===== src/amef_pkg.sv =====
// Shared types, constants and register indexes for the angle median/EMA filter.
package amef_pkg;

  localparam int WINDOW_DEFAULT = 5;

  localparam int ANGLE_W  = 16;
  localparam int RAW_W    = 18;
  localparam int GAIN_W   = 16;
  localparam int RUN_W    = 8;
  localparam int CFG_AW   = 8;
  localparam int CFG_DW   = 16;

  localparam logic [ANGLE_W-1:0] ANGLE_MAX = 16'd46080;

  localparam logic [GAIN_W-1:0]  EMA_GAIN_RST     = 16'd19661;
  localparam logic [ANGLE_W-1:0] ZERO_LIMIT_RST   = 16'd128;
  localparam logic [RUN_W-1:0]   ZERO_CONFIRM_RST = 8'd3;

  localparam logic [CFG_AW-1:0] REG_EMA_GAIN     = 8'd0;
  localparam logic [CFG_AW-1:0] REG_ZERO_LIMIT   = 8'd1;
  localparam logic [CFG_AW-1:0] REG_ZERO_CONFIRM = 8'd2;

  typedef enum logic [2:0] {
    ST_IDLE,
    ST_EVAL,
    ST_MED_GO,
    ST_MED_WAIT,
    ST_EMA_GO,
    ST_EMA_WAIT,
    ST_DONE
  } state_t;

  typedef struct packed {
    logic               done;
    logic [ANGLE_W-1:0] median;
  } med_stat_t;

  typedef struct packed {
    logic               done;
    logic [ANGLE_W-1:0] value;
  } ema_stat_t;

endpackage


===== src/angle_median_ema_filter_core.sv =====
// Top level of the angle median/EMA filter: control sequencer, window pointers and ports.
//
// Input stream: one raw angle per transaction on in_*. It is clamped to 0..180 degrees.
// An angle at or below zero_limit is held back until zero_confirm_frames such angles
// arrive in a row. Accepted angles go into a WINDOW-entry RAM; the median of the filled
// entries feeds an exponential average. Every input transaction gives one result
// transaction on out_*: tdata carries the average, tuser the accepted and valid flags.
// A held-back angle goes from evaluation straight to the result; an accepted one first
// passes the rank scan that compares every pair of filled window entries through the two
// RAM read ports, then the average update, which is skipped when the first median loads
// the average directly. One item is in work at a time; in_tready is high while the
// sequencer is idle, so a new input is taken only once the previous result has been
// loaded into the output register.
// The result sits in an output register, so the next input is taken while it waits;
// a stalled receiver holds the result and blocks only the following completion.
// Reset clears the sequencer, pointers, fill count, zero run, average and registers
// to their defaults; the window RAM needs no clearing since unwritten entries are
// never read. Configuration writes on cfg_* are always taken and belong to idle time.
module angle_median_ema_filter_core #(
  parameter int WINDOW = amef_pkg::WINDOW_DEFAULT
) (
  input  logic                          clk,
  input  logic                          rst_n,
  input  logic                          in_tvalid,
  output logic                          in_tready,
  input  logic [23:0]                   in_tdata,   // [17:0] raw_angle
  output logic                          out_tvalid,
  input  logic                          out_tready,
  output logic [15:0]                   out_tdata,  // [15:0] filtered_angle
  output logic [1:0]                    out_tuser,  // [0] accepted, [1] filtered_valid
  input  logic                          cfg_valid,
  output logic                          cfg_ready,
  input  logic [amef_pkg::CFG_AW-1:0]   cfg_addr,
  input  logic [amef_pkg::CFG_DW-1:0]   cfg_data
);

  localparam int IW = (WINDOW > 1) ? $clog2(WINDOW) : 1;
  localparam int CW = $clog2(WINDOW + 1);

  amef_pkg::state_t state_r, state_nxt;

  logic [amef_pkg::GAIN_W-1:0]  gain_r;
  logic [amef_pkg::ANGLE_W-1:0] zlim_r;
  logic [amef_pkg::RUN_W-1:0]   zconf_r;

  logic [amef_pkg::ANGLE_W-1:0] angle_r, angle_c;
  logic signed [amef_pkg::RAW_W-1:0] raw;
  logic [amef_pkg::RUN_W-1:0]   zrun_r, zrun_nxt;
  logic                         accept_c, acc_r;
  logic [IW-1:0]                slot_r;
  logic [CW-1:0]                fill_r;
  logic                         avg_rdy_r;
  logic [amef_pkg::ANGLE_W-1:0] avg_r;

  logic                         in_fire, ram_we, med_start, ema_start, load_out;
  logic [IW-1:0]                ra_a, ra_b;
  logic [amef_pkg::ANGLE_W-1:0] rd_a, rd_b;
  amef_pkg::med_stat_t          med_stat;
  amef_pkg::ema_stat_t          ema_stat;

  logic                         out_valid_r, out_acc_r, out_fv_r;
  logic [amef_pkg::ANGLE_W-1:0] out_ang_r;

  assign raw = $signed(in_tdata[amef_pkg::RAW_W-1:0]);

  always_comb begin
    if (raw < 0) begin
      angle_c = '0;
    end else if (raw > $signed({2'b00, amef_pkg::ANGLE_MAX})) begin
      angle_c = amef_pkg::ANGLE_MAX;
    end else begin
      angle_c = raw[amef_pkg::ANGLE_W-1:0];
    end
  end

  always_comb begin
    zrun_nxt = zrun_r;
    accept_c = 1'b1;
    if (angle_r <= zlim_r) begin
      if (zrun_r < zconf_r) begin
        zrun_nxt = zrun_r + 8'd1;
      end
      if (zrun_nxt < zconf_r) begin
        accept_c = 1'b0;
      end
    end else begin
      zrun_nxt = '0;
    end
  end

  // next state
  always_comb begin
    state_nxt = state_r;
    case (state_r)
      amef_pkg::ST_IDLE: begin
        if (in_tvalid) begin
          state_nxt = amef_pkg::ST_EVAL;
        end
      end
      amef_pkg::ST_EVAL: begin
        state_nxt = accept_c ? amef_pkg::ST_MED_GO : amef_pkg::ST_DONE;
      end
      amef_pkg::ST_MED_GO: begin
        state_nxt = amef_pkg::ST_MED_WAIT;
      end
      amef_pkg::ST_MED_WAIT: begin
        if (med_stat.done) begin
          state_nxt = avg_rdy_r ? amef_pkg::ST_EMA_GO : amef_pkg::ST_DONE;
        end
      end
      amef_pkg::ST_EMA_GO: begin
        state_nxt = amef_pkg::ST_EMA_WAIT;
      end
      amef_pkg::ST_EMA_WAIT: begin
        if (ema_stat.done) begin
          state_nxt = amef_pkg::ST_DONE;
        end
      end
      amef_pkg::ST_DONE: begin
        if (!out_valid_r || out_tready) begin
          state_nxt = amef_pkg::ST_IDLE;
        end
      end
      default: begin
        state_nxt = amef_pkg::ST_IDLE;
      end
    endcase
  end

  // sequencer outputs
  always_comb begin
    in_tready = (state_r == amef_pkg::ST_IDLE);
    ram_we    = (state_r == amef_pkg::ST_EVAL) && accept_c;
    med_start = (state_r == amef_pkg::ST_MED_GO);
    ema_start = (state_r == amef_pkg::ST_EMA_GO);
    load_out  = (state_r == amef_pkg::ST_DONE) && (!out_valid_r || out_tready);
  end

  assign in_fire   = in_tvalid && in_tready;
  assign cfg_ready = 1'b1;

  always_ff @(posedge clk) begin
    if (!rst_n) begin
      state_r     <= amef_pkg::ST_IDLE;
      gain_r      <= amef_pkg::EMA_GAIN_RST;
      zlim_r      <= amef_pkg::ZERO_LIMIT_RST;
      zconf_r     <= amef_pkg::ZERO_CONFIRM_RST;
      zrun_r      <= '0;
      slot_r      <= '0;
      fill_r      <= '0;
      avg_rdy_r   <= 1'b0;
      avg_r       <= '0;
      out_valid_r <= 1'b0;
    end else begin
      state_r <= state_nxt;
      if (cfg_valid) begin
        case (cfg_addr)
          amef_pkg::REG_EMA_GAIN:     gain_r  <= cfg_data;
          amef_pkg::REG_ZERO_LIMIT:   zlim_r  <= cfg_data;
          amef_pkg::REG_ZERO_CONFIRM: zconf_r <= cfg_data[amef_pkg::RUN_W-1:0];
          default: ;
        endcase
      end
      if (state_r == amef_pkg::ST_EVAL) begin
        zrun_r <= zrun_nxt;
      end
      if (ram_we) begin
        slot_r <= (slot_r == IW'(WINDOW - 1)) ? IW'(0) : slot_r + IW'(1);
        if (fill_r < CW'(WINDOW)) begin
          fill_r <= fill_r + CW'(1);
        end
      end
      if (state_r == amef_pkg::ST_MED_WAIT && med_stat.done && !avg_rdy_r) begin
        avg_r     <= med_stat.median;
        avg_rdy_r <= 1'b1;
      end
      if (state_r == amef_pkg::ST_EMA_WAIT && ema_stat.done) begin
        avg_r <= ema_stat.value;
      end
      if (load_out) begin
        out_valid_r <= 1'b1;
      end else if (out_tready) begin
        out_valid_r <= 1'b0;
      end
    end
  end

  always_ff @(posedge clk) begin
    if (in_fire) begin
      angle_r <= angle_c;
    end
    if (state_r == amef_pkg::ST_EVAL) begin
      acc_r <= accept_c;
    end
    if (load_out) begin
      out_acc_r <= acc_r;
      out_ang_r <= avg_r;
      out_fv_r  <= avg_rdy_r;
    end
  end

  amef_ram #(
    .WIDTH (amef_pkg::ANGLE_W),
    .DEPTH (WINDOW),
    .AW    (IW)
  ) u_window (
    .clk  (clk),
    .we   (ram_we),
    .wa   (slot_r),
    .wd   (angle_r),
    .ra_a (ra_a),
    .ra_b (ra_b),
    .rd_a (rd_a),
    .rd_b (rd_b)
  );

  amef_median #(
    .WINDOW (WINDOW),
    .IW     (IW),
    .CW     (CW)
  ) u_median (
    .clk   (clk),
    .rst_n (rst_n),
    .start (med_start),
    .n     (fill_r),
    .ra_a  (ra_a),
    .ra_b  (ra_b),
    .rd_a  (rd_a),
    .rd_b  (rd_b),
    .stat  (med_stat)
  );

  amef_ema u_ema (
    .clk    (clk),
    .rst_n  (rst_n),
    .start  (ema_start),
    .median (med_stat.median),
    .avg    (avg_r),
    .gain   (gain_r),
    .stat   (ema_stat)
  );

  assign out_tvalid = out_valid_r;
  assign out_tdata  = out_ang_r;
  assign out_tuser  = {out_fv_r, out_acc_r};

endmodule


===== src/amef_ram.sv =====
// Generic single-write, dual-read synchronous RAM with registered read data.
module amef_ram #(
  parameter int WIDTH = 16,
  parameter int DEPTH = 5,
  parameter int AW    = (DEPTH > 1) ? $clog2(DEPTH) : 1
) (
  input  logic             clk,
  input  logic             we,
  input  logic [AW-1:0]    wa,
  input  logic [WIDTH-1:0] wd,
  input  logic [AW-1:0]    ra_a,
  input  logic [AW-1:0]    ra_b,
  output logic [WIDTH-1:0] rd_a,
  output logic [WIDTH-1:0] rd_b
);

  logic [WIDTH-1:0] mem [DEPTH];

  always_ff @(posedge clk) begin
    if (we) begin
      mem[wa] <= wd;
    end
    rd_a <= mem[ra_a];
    rd_b <= mem[ra_b];
  end

endmodule


===== src/amef_median.sv =====
// Rank-counting median engine: scans all entry pairs through the window RAM read ports.
module amef_median #(
  parameter int WINDOW = amef_pkg::WINDOW_DEFAULT,
  parameter int IW     = (WINDOW > 1) ? $clog2(WINDOW) : 1,
  parameter int CW     = $clog2(WINDOW + 1)
) (
  input  logic                         clk,
  input  logic                         rst_n,
  input  logic                         start,
  input  logic [CW-1:0]                n,
  output logic [IW-1:0]                ra_a,
  output logic [IW-1:0]                ra_b,
  input  logic [amef_pkg::ANGLE_W-1:0] rd_a,
  input  logic [amef_pkg::ANGLE_W-1:0] rd_b,
  output amef_pkg::med_stat_t          stat
);

  logic                         busy_r, busy_nxt;
  logic [CW-1:0]                i_r, i_nxt, j_r, j_nxt, n_r;
  logic                         pend_r, pfirst_r, plast_r, pdone_r;
  logic                         done_r;
  logic [CW-1:0]                lt_r, le_r, lt_sum, le_sum;
  logic [CW-1:0]                k_lo, k_hi, n_m1;
  logic [amef_pkg::ANGLE_W-1:0] lo_r, hi_r;
  logic                         j_last, i_last;
  logic [amef_pkg::ANGLE_W:0]   mid_sum;

  assign n_m1   = n_r - CW'(1);
  assign j_last = (j_r == n_m1);
  assign i_last = (i_r == n_m1);
  assign ra_a   = i_r[IW-1:0];
  assign ra_b   = j_r[IW-1:0];

  always_comb begin
    busy_nxt = busy_r;
    i_nxt    = i_r;
    j_nxt    = j_r;
    if (start) begin
      busy_nxt = 1'b1;
      i_nxt    = '0;
      j_nxt    = '0;
    end else if (busy_r) begin
      if (j_last) begin
        j_nxt = '0;
        if (i_last) begin
          busy_nxt = 1'b0;
        end else begin
          i_nxt = i_r + CW'(1);
        end
      end else begin
        j_nxt = j_r + CW'(1);
      end
    end
  end

  assign lt_sum = (pfirst_r ? CW'(0) : lt_r) + CW'(rd_b <  rd_a);
  assign le_sum = (pfirst_r ? CW'(0) : le_r) + CW'(rd_b <= rd_a);
  assign k_lo   = n_m1 >> 1;
  assign k_hi   = n_r >> 1;

  always_ff @(posedge clk) begin
    if (!rst_n) begin
      busy_r  <= 1'b0;
      pend_r  <= 1'b0;
      pdone_r <= 1'b0;
      done_r  <= 1'b0;
    end else begin
      busy_r  <= busy_nxt;
      pend_r  <= busy_r && !start;
      pdone_r <= busy_r && !start && j_last && i_last;
      done_r  <= pend_r && pdone_r;
    end
  end

  always_ff @(posedge clk) begin
    i_r      <= i_nxt;
    j_r      <= j_nxt;
    pfirst_r <= (j_r == CW'(0));
    plast_r  <= j_last;
    if (start) begin
      n_r <= n;
    end
    if (pend_r) begin
      lt_r <= lt_sum;
      le_r <= le_sum;
      if (plast_r) begin
        if (lt_sum <= k_lo && k_lo < le_sum) begin
          lo_r <= rd_a;
        end
        if (lt_sum <= k_hi && k_hi < le_sum) begin
          hi_r <= rd_a;
        end
      end
    end
  end

  assign mid_sum     = {1'b0, lo_r} + {1'b0, hi_r};
  assign stat.done   = done_r;
  assign stat.median = mid_sum[amef_pkg::ANGLE_W:1];

endmodule


===== src/amef_ema.sv =====
// Two-stage exponential average update: multiply, then round, add and clamp.
module amef_ema (
  input  logic                         clk,
  input  logic                         rst_n,
  input  logic                         start,
  input  logic [amef_pkg::ANGLE_W-1:0] median,
  input  logic [amef_pkg::ANGLE_W-1:0] avg,
  input  logic [amef_pkg::GAIN_W-1:0]  gain,
  output amef_pkg::ema_stat_t          stat
);

  logic signed [16:0]           diff;
  logic signed [33:0]           prod_r;
  logic signed [33:0]           rnd;
  logic signed [17:0]           step;
  logic signed [18:0]           sum;
  logic [amef_pkg::ANGLE_W-1:0] res_r, res_nxt;
  logic                         v1_r, done_r;

  assign diff = $signed({1'b0, median}) - $signed({1'b0, avg});
  assign rnd  = prod_r + 34'sd32768;
  assign step = rnd[33:16];
  assign sum  = $signed({3'b000, avg}) + 19'(step);

  always_comb begin
    if (sum < 0) begin
      res_nxt = '0;
    end else if (sum > $signed({3'b000, amef_pkg::ANGLE_MAX})) begin
      res_nxt = amef_pkg::ANGLE_MAX;
    end else begin
      res_nxt = sum[amef_pkg::ANGLE_W-1:0];
    end
  end

  always_ff @(posedge clk) begin
    if (!rst_n) begin
      v1_r   <= 1'b0;
      done_r <= 1'b0;
    end else begin
      v1_r   <= start;
      done_r <= v1_r;
    end
  end

  always_ff @(posedge clk) begin
    if (start) begin
      prod_r <= $signed({1'b0, gain}) * diff;
    end
    if (v1_r) begin
      res_r <= res_nxt;
    end
  end

  assign stat.done  = done_r;
  assign stat.value = res_r;

endmodule


===== config.mk =====
export PLATFORM = sky130hd
export DESIGN_NAME = angle_median_ema_filter_core
export DESIGN_NICKNAME = d
export VERILOG_FILES = /design/src/amef_pkg.sv /design/src/angle_median_ema_filter_core.sv /design/src/amef_ram.sv /design/src/amef_median.sv /design/src/amef_ema.sv
export SDC_FILE = /design/constraint.sdc
export NUM_CORES = 1
export LEC_CHECK = 0
export CORE_ASPECT_RATIO = 1.4
export CORE_MARGIN = 5
export CORE_UTILIZATION = 40
export DETAILED_ROUTE_END_ITERATION = 6
export DONT_BUFFER_PORTS = 1
export PLACE_DENSITY = 0.51
export SLEW_MARGIN = 10
export SYNTH_ARGS = -nofsm -noshare
export SYNTH_HDL_FRONTEND = slang
export SYNTH_SLANG_ARGS = --single-unit

===== constraint.sdc =====
create_clock -name clk -period 17.7 [get_ports clk]
set_clock_uncertainty 0.05 [all_clocks]
set_input_delay 3.54 -clock clk [delete_from_list [all_inputs] [get_ports clk]]
set_output_delay 3.54 -clock clk [all_outputs]
set_load 0.005 [all_outputs]

Word-level counts from Yosys, hierarchy flattened
Memories as Yosys holds them, arrays and structs flattened. A register that Yosys moved wholly into a read port is not among the register bits.
Index checks and enable logic that the tools add are counted.
{"block": "classes", "addsub": 12, "multipliers": 1, "magnitude_cmp": 14, "eq_ne": 15, "n_mux": 28, "n_bitwise": 1, "reduce_logical": 31}
{"cell": "16-bit 2-to-1 mux", "n": 4}
{"cell": "34-bit by 17-bit adder with 34-bit output, second input constant", "n": 1}
{"cell": "17-bit by 17-bit multiplier with 34-bit output", "n": 1}
{"cell": "16-bit less-or-equal comparator", "n": 2}
{"cell": "3-bit 2-to-1 mux", "n": 9}
{"cell": "8-bit 2-to-1 mux", "n": 3}
{"cell": "3-bit one-hot mux with 7 select lines", "n": 1}
{"cell": "17-bit by 18-bit adder with 19-bit output", "n": 1}
{"cell": "19-bit by 17-bit > comparator with 1-bit output, second input constant", "n": 1}
{"cell": "19-bit by 1-bit < comparator with 1-bit output, second input constant", "n": 1}
{"cell": "18-bit by 17-bit > comparator with 1-bit output, second input constant", "n": 1}
{"cell": "18-bit by 1-bit < comparator with 1-bit output, second input constant", "n": 1}
{"cell": "16-bit by 16-bit adder with 17-bit output", "n": 1}
{"cell": "16-bit by 16-bit subtractor with 17-bit output", "n": 1}
{"cell": "16-bit < comparator", "n": 1}
{"cell": "8-bit < comparator", "n": 2}
{"cell": "3-bit by 1-bit adder with 3-bit output, second input constant", "n": 4}
{"cell": "3-bit == test, second input constant", "n": 4}
{"cell": "1-bit logical AND", "n": 12}
{"cell": "1-bit 2-to-1 mux", "n": 10}
{"cell": "3-bit AND reduction", "n": 3}
{"cell": "8-bit by 1-bit adder with 8-bit output, second input constant", "n": 1}
{"cell": "8-bit by 1-bit == test with 1-bit output, second input constant", "n": 1}
{"cell": "8-bit by 2-bit == test with 1-bit output, second input constant", "n": 1}
{"cell": "other kinds (20)", "n": 35}
{"block": "word_totals", "ff_bits": 215, "ramBits": 80, "inputBits": 53, "out_inout_bits": 21, "elab_cells": 137, "mem_count": 1}
{"memory": "u_window.mem", "depth": 5, "width": 16, "rd": 2, "rd_clocked_by_memory_dff": 2, "wr": 1, "line_no": "amef_ram.sv:17", "rtl": "logic [WIDTH-1:0] mem [DEPTH];"}

Longest topological paths before layout
{"block": "depth", "ltp_word": 9, "depth_mapped": 39}

Modules after synthesis
Synthesis repeated with hierarchy kept, for this count alone.
{"block": "hier_totals", "cells_unflattened": 2517, "hier_area_um2": 25343.1}
{"module": "amef_ema", "n_inst": 1, "cells_per_inst": 1384, "area_per_inst_um2": 12395.6}
{"module": "angle_median_ema_filter_core", "n_inst": 1, "cells_per_inst": 551, "area_per_inst_um2": 5303.8}
{"module": "amef_ram", "n_inst": 1, "cells_per_inst": 286, "area_per_inst_um2": 4398.0}
{"module": "amef_median", "n_inst": 1, "cells_per_inst": 296, "area_per_inst_um2": 3245.6}

Worst setup path before layout
OpenSTA, ideal clock, no wires.
{"block": "synth_timing", "path_kind": "flip-flop to flip-flop", "start": "register u_median.hi_r[2] in the netlist's numbering", "end": "register u_ema.prod_r[26], data pin", "setup_ns": 0.258, "t_arrival_ns": 8.533, "path_slack_ns": 8.859, "path_stages_with_launch": 32, "synth_period_minus_slack_ns": 8.841, "path_cell_list": "edfxtp_1 -> ha_1 -> nor2b_1 -> o21a_1 -> o21ai_0 -> a211oi_1 -> nor3_1 -> nor3_1 -> or3_1 -> and2_1 -> ha_1 -> or3_1 -> o211ai_1 -> buf_4 -> mux2_1 -> fa_1 -> fa_1 -> inv_1 -> fa_1 -> fa_1 -> fa_1 -> inv_1 -> fa_1 -> inv_1 -> ha_1 -> a2111o_1 -> o2111a_1 -> o21a_1 -> o21a_1 -> o21a_1 -> nor2_1 -> xnor2_1"}
{"block": "synth_via", "elab_chain_len": 3}
{"item": "start, declared", "line_no": "amef_median.sv:24", "rtl": "logic [amef_pkg::ANGLE_W-1:0] lo_r, hi_r;"}
{"item": "start signal, assigned", "line_no": "amef_median.sv:91", "rtl": "hi_r <= rd_a;"}
{"item": "16-bit by 16-bit adder with 17-bit output", "line_no": "amef_median.sv:97", "rtl": "assign mid_sum = {1'b0, lo_r} + {1'b0, hi_r};"}
{"item": "16-bit by 16-bit subtractor with 17-bit output", "line_no": "amef_ema.sv:20", "rtl": "assign diff = $signed({1'b0, median}) - $signed({1'b0, avg});"}
{"item": "17-bit by 17-bit multiplier with 34-bit output", "line_no": "amef_ema.sv:47", "rtl": "prod_r <= $signed({1'b0, gain}) * diff;"}
{"item": "end signal, assigned", "line_no": "amef_ema.sv:47"}
{"item": "end, declared", "line_no": "amef_ema.sv:13", "rtl": "logic signed [33:0] prod_r;"}
Every way passes these cells.
A chain may end at the register's enable or synchronous reset.

Worst setup path after layout
{"block": "layout_timing", "start": "register u_median.hi_r[1] in the netlist's numbering", "end": "register u_ema.prod_r[33], data pin"}
Same word-level chain as after synthesis.

==> impl_results.md <==
- Clk root buf: clkbuf_16
- Core outline area: 61,000 sq um
- Hpwl dp: around 47 mm
- First DRT Iteration DRCs: approximately 620
- Net Switching: about 1.0 mW
- Post-Synth Adder-Cell Area: 29.1%
- Clock Sinks: about 310
- Final instance area: about 27,000 sq um
- Initial Utilization: 40.5%
- List of most frequent post-synthesis cells: 340 x inv_1, 271 x nand2_1, 236 x ha_1
- RSZ-0062 raised after global routing: no
- Kind of critical path: register to register
- Largest net degree at the start of global routing: 56
- Simple-gate share of the synthesized area: between 10 and 15%
- Pre-antenna DRT Iters: 5
- Diode count: 0
- Max-slew headroom: between 20 and 25%
- CP Launch Type: register
- Outcome: finished, final reports clean
- Total CTS buffers: 34
- GRT Resource Usage Total: 18.3%
- Vias in the first global route: 18,000
- Final slew viol count: 0
- Hold_buf cts: 0
- EDFF count, synth: between 150 and 200
- CTS tree: built
- Post-synthesis sequential area ratio: between 30% and 40%
- Max Used Layer: met4
- WL final: about 60 mm
- H-Tree Level Count: 2
- Compound-Gate Fraction of Synth Area: under 10%
- Synth top area share: 23.2%
- Post-Syn Area: around 25,000 sq um
- Vias: approximately 16,000
- Largest family of logic cells by synthesized area: adder cells
- M1 WL: ~24 mm
- Initial antenna violation count: 0
- Synth Warn #: 0
- Tmin final: roughly 9.7 ns
- Synthesis-stage register bit count: 312
- DP Area: roughly 26,000 sq um
- F_max: 103 MHz
- Syn nets: between 2,000 and 3,000
- WP data required: between 15 and 20 ns
- CP arrival: slightly below 10 ns
- Hold crit path type: register to register
- Logic pwr share: 39.5%
- Port Buffers: 0
- Final setup TNS: 0 ns
- Main area contributors after synthesis: edfxtp_1 23%, fa_1 17%, ha_1 12%
- CP endpoint kind: register
- Worst Tran Pin Value: 1.17 ns
- I/O pin cnt: 74
- Ys async rst share: 0%
- Post-CTS Setup Bufs: 0
- Slowest Stage Delay on Critical Path: between 0.5 and 0.6 ns
- CTS max path bufs: 3
- Switching Share: a little over a third
- Top FF cell, synth: edfxtp_1
- Share of layout cells above drive strength 1: about 8.5%
- DR vias/cell: ~5.1
- Worst vdd ir: approximately 0.08 mV
- Worst-path cell with the longest stage delay: fa_1
- Finish-stage setup viols: 0
- Syn avg cell area: around 10 sq um
- CP top delay family: adder cells
- Clk_lat worst skew: ~0.55 ns
- Antenna Violating Nets Remaining: 0
- Global-route wire length before repair: 97.1 mm
- Synth cell types: 83
- Final period utilization: a little over half
- Yosys top cell by area: edfxtp_1
- Die height: 304 um
- Routed len/inst: roughly 19 um
- # Max-Cap Violations: 0
- Final Hold Viols: 0
- Clock power frac: around a quarter
- Cell mode on critical path: fa_1
- # DRC: 0
- Syn-to-layout area delta: 8.57%
- Pwr/cell area: 104 nW/um^2
- Die area: around 67,000 sq um
- Mux share of post-synthesis cell area: between 5 and 6%
- Worst path bufs/invs: 6
- Register share of total power: a little over a third
- Nets: 2,861
- Die Width: 220 um
- DR WL met2: around 32 mm
- CTS clk-pin slew, worst paths: roughly 0.07 ns
- Leakage: around 12 nW
- Count leader, synth: inv_1
- Placer Congestion: roughly 0.80
- GRT overflow: 0
- Pint: between 1.5 and 2 mW
- Xor and xnor area share after synthesis: 3.08%
- Worst-path maximum fanout: 16
- # rows: around 110
- Metal3 WL: around 1.7 mm
- Cts repair resizes: 0
- Mapped Cells: 2,386
## layer usage
layer	GRT usage, %	up-vias
li1	-	7927
met1	20.9	8219
met2	34.5	241
met3	2.22	105
met4	6.81	0
met5	0	-
## cells in the final DEF, fill, tap and decap left out, types with 36 or more instances in the layout
master / n
fa_1: 211
nand2_1: 271
a21oi_1: 88
and2_1: 105
dfxtp_1: 120
inv_1: 340
o21ai_0: 55
nor2_1: 100
ha_1: 236
mux2_2: 40
xnor2_1: 54
edfxtp_1: 191
nand3_1: 36
## state kept, by name (all words and copies together), names as in the netlist, 8 cells and up
name / count
angle_r: 16
avg_r: 16
gain_r: 16
out_tdata: 16
u_ema.prod_r: 19
u_ema.res_r: 16
u_median.hi_r: 16
u_median.lo_r: 16
u_window.mem: 80
u_window.rd_a: 16
u_window.rd_b: 16
zconf_r: 8
zlim_r: 16
zrun_r: 8
## tightest hold or removal path, delay by kind of cell (launching register included)
family          cells  cell delay [ns]
compound gates      1             0.05
simple gates        1             0.05
flops               1             0.31
## worst paths after layout
| check | from | to | slack [ns] | cells after the start |
|---|---|---|---|---|
| setup / recovery | u_median.hi_r[1] | u_ema.prod_r[33] | 8.04 | 32 |
| hold / removal | zconf_r[3] | zconf_r[3] | 0.40 | 2 |
| setup reg to reg | u_median.hi_r[1] | u_ema.prod_r[33] | 8.04 | 32 |
| hold reg to reg | zconf_r[3] | zconf_r[3] | 0.40 | 2 |
## kinds of logic (layout without fill, tap and decap cells)
| logic type | Yosys count | in the layout |
|---|---|---|
| xor gates and xnor gates | 87 | 87 |
| other | 1 | 1 |
| buffers and inverters | 436 | 437 |
| and+or+nand+nor | 696 | 696 |
| muxes | 102 | 102 |
| DFF | 312 | 312 |
| adders and majority gates | 447 | 447 |
| AOI/OAI and AO/OA | 305 | 305 |
## power by group through the flow
stage          logic [mW]  registers [mW]  clock network, mW
5_1_grt              1.26           0.987              0.760
6_report             1.10           0.975              0.709
4_1_cts              1.13           0.979              0.733
3_3_place_gp         1.10           0.992                  0
3_5_place_dp         1.11           0.995                  0
2_1_floorplan       0.857           0.933                  0
## per-stage QoR
stage                     setup WS [ns]  cells  hold WS, ns  total power [mW]  util, %
after CTS                          7.97   3204        0.407              2.84     43.9
after detailed placement           8.01   3142        0.397              2.11     42.1
after floorplan                    8.86   2386        0.350              1.79        -
final                              8.04   3204        0.405              2.78     43.9
after global placement             8.13   3142        0.388              2.09     42.1
after global routing               7.43   3204        0.420              3.01     43.9
## cell type report
class / count / area [sq um]
Sequential cell: 312 / 8160
Fill cell: 5906 / 34200
Timing Repair Buffer: 33 / 248
Inverter: 342 / 1280
Multi-Input combinational cell: 1638 / 15000
Tap cell: 817 / 1020
Clock buffer: 46 / 936
Clock inverter: 16 / 184
Note: power is estimated with default switching activity, not from simulation.
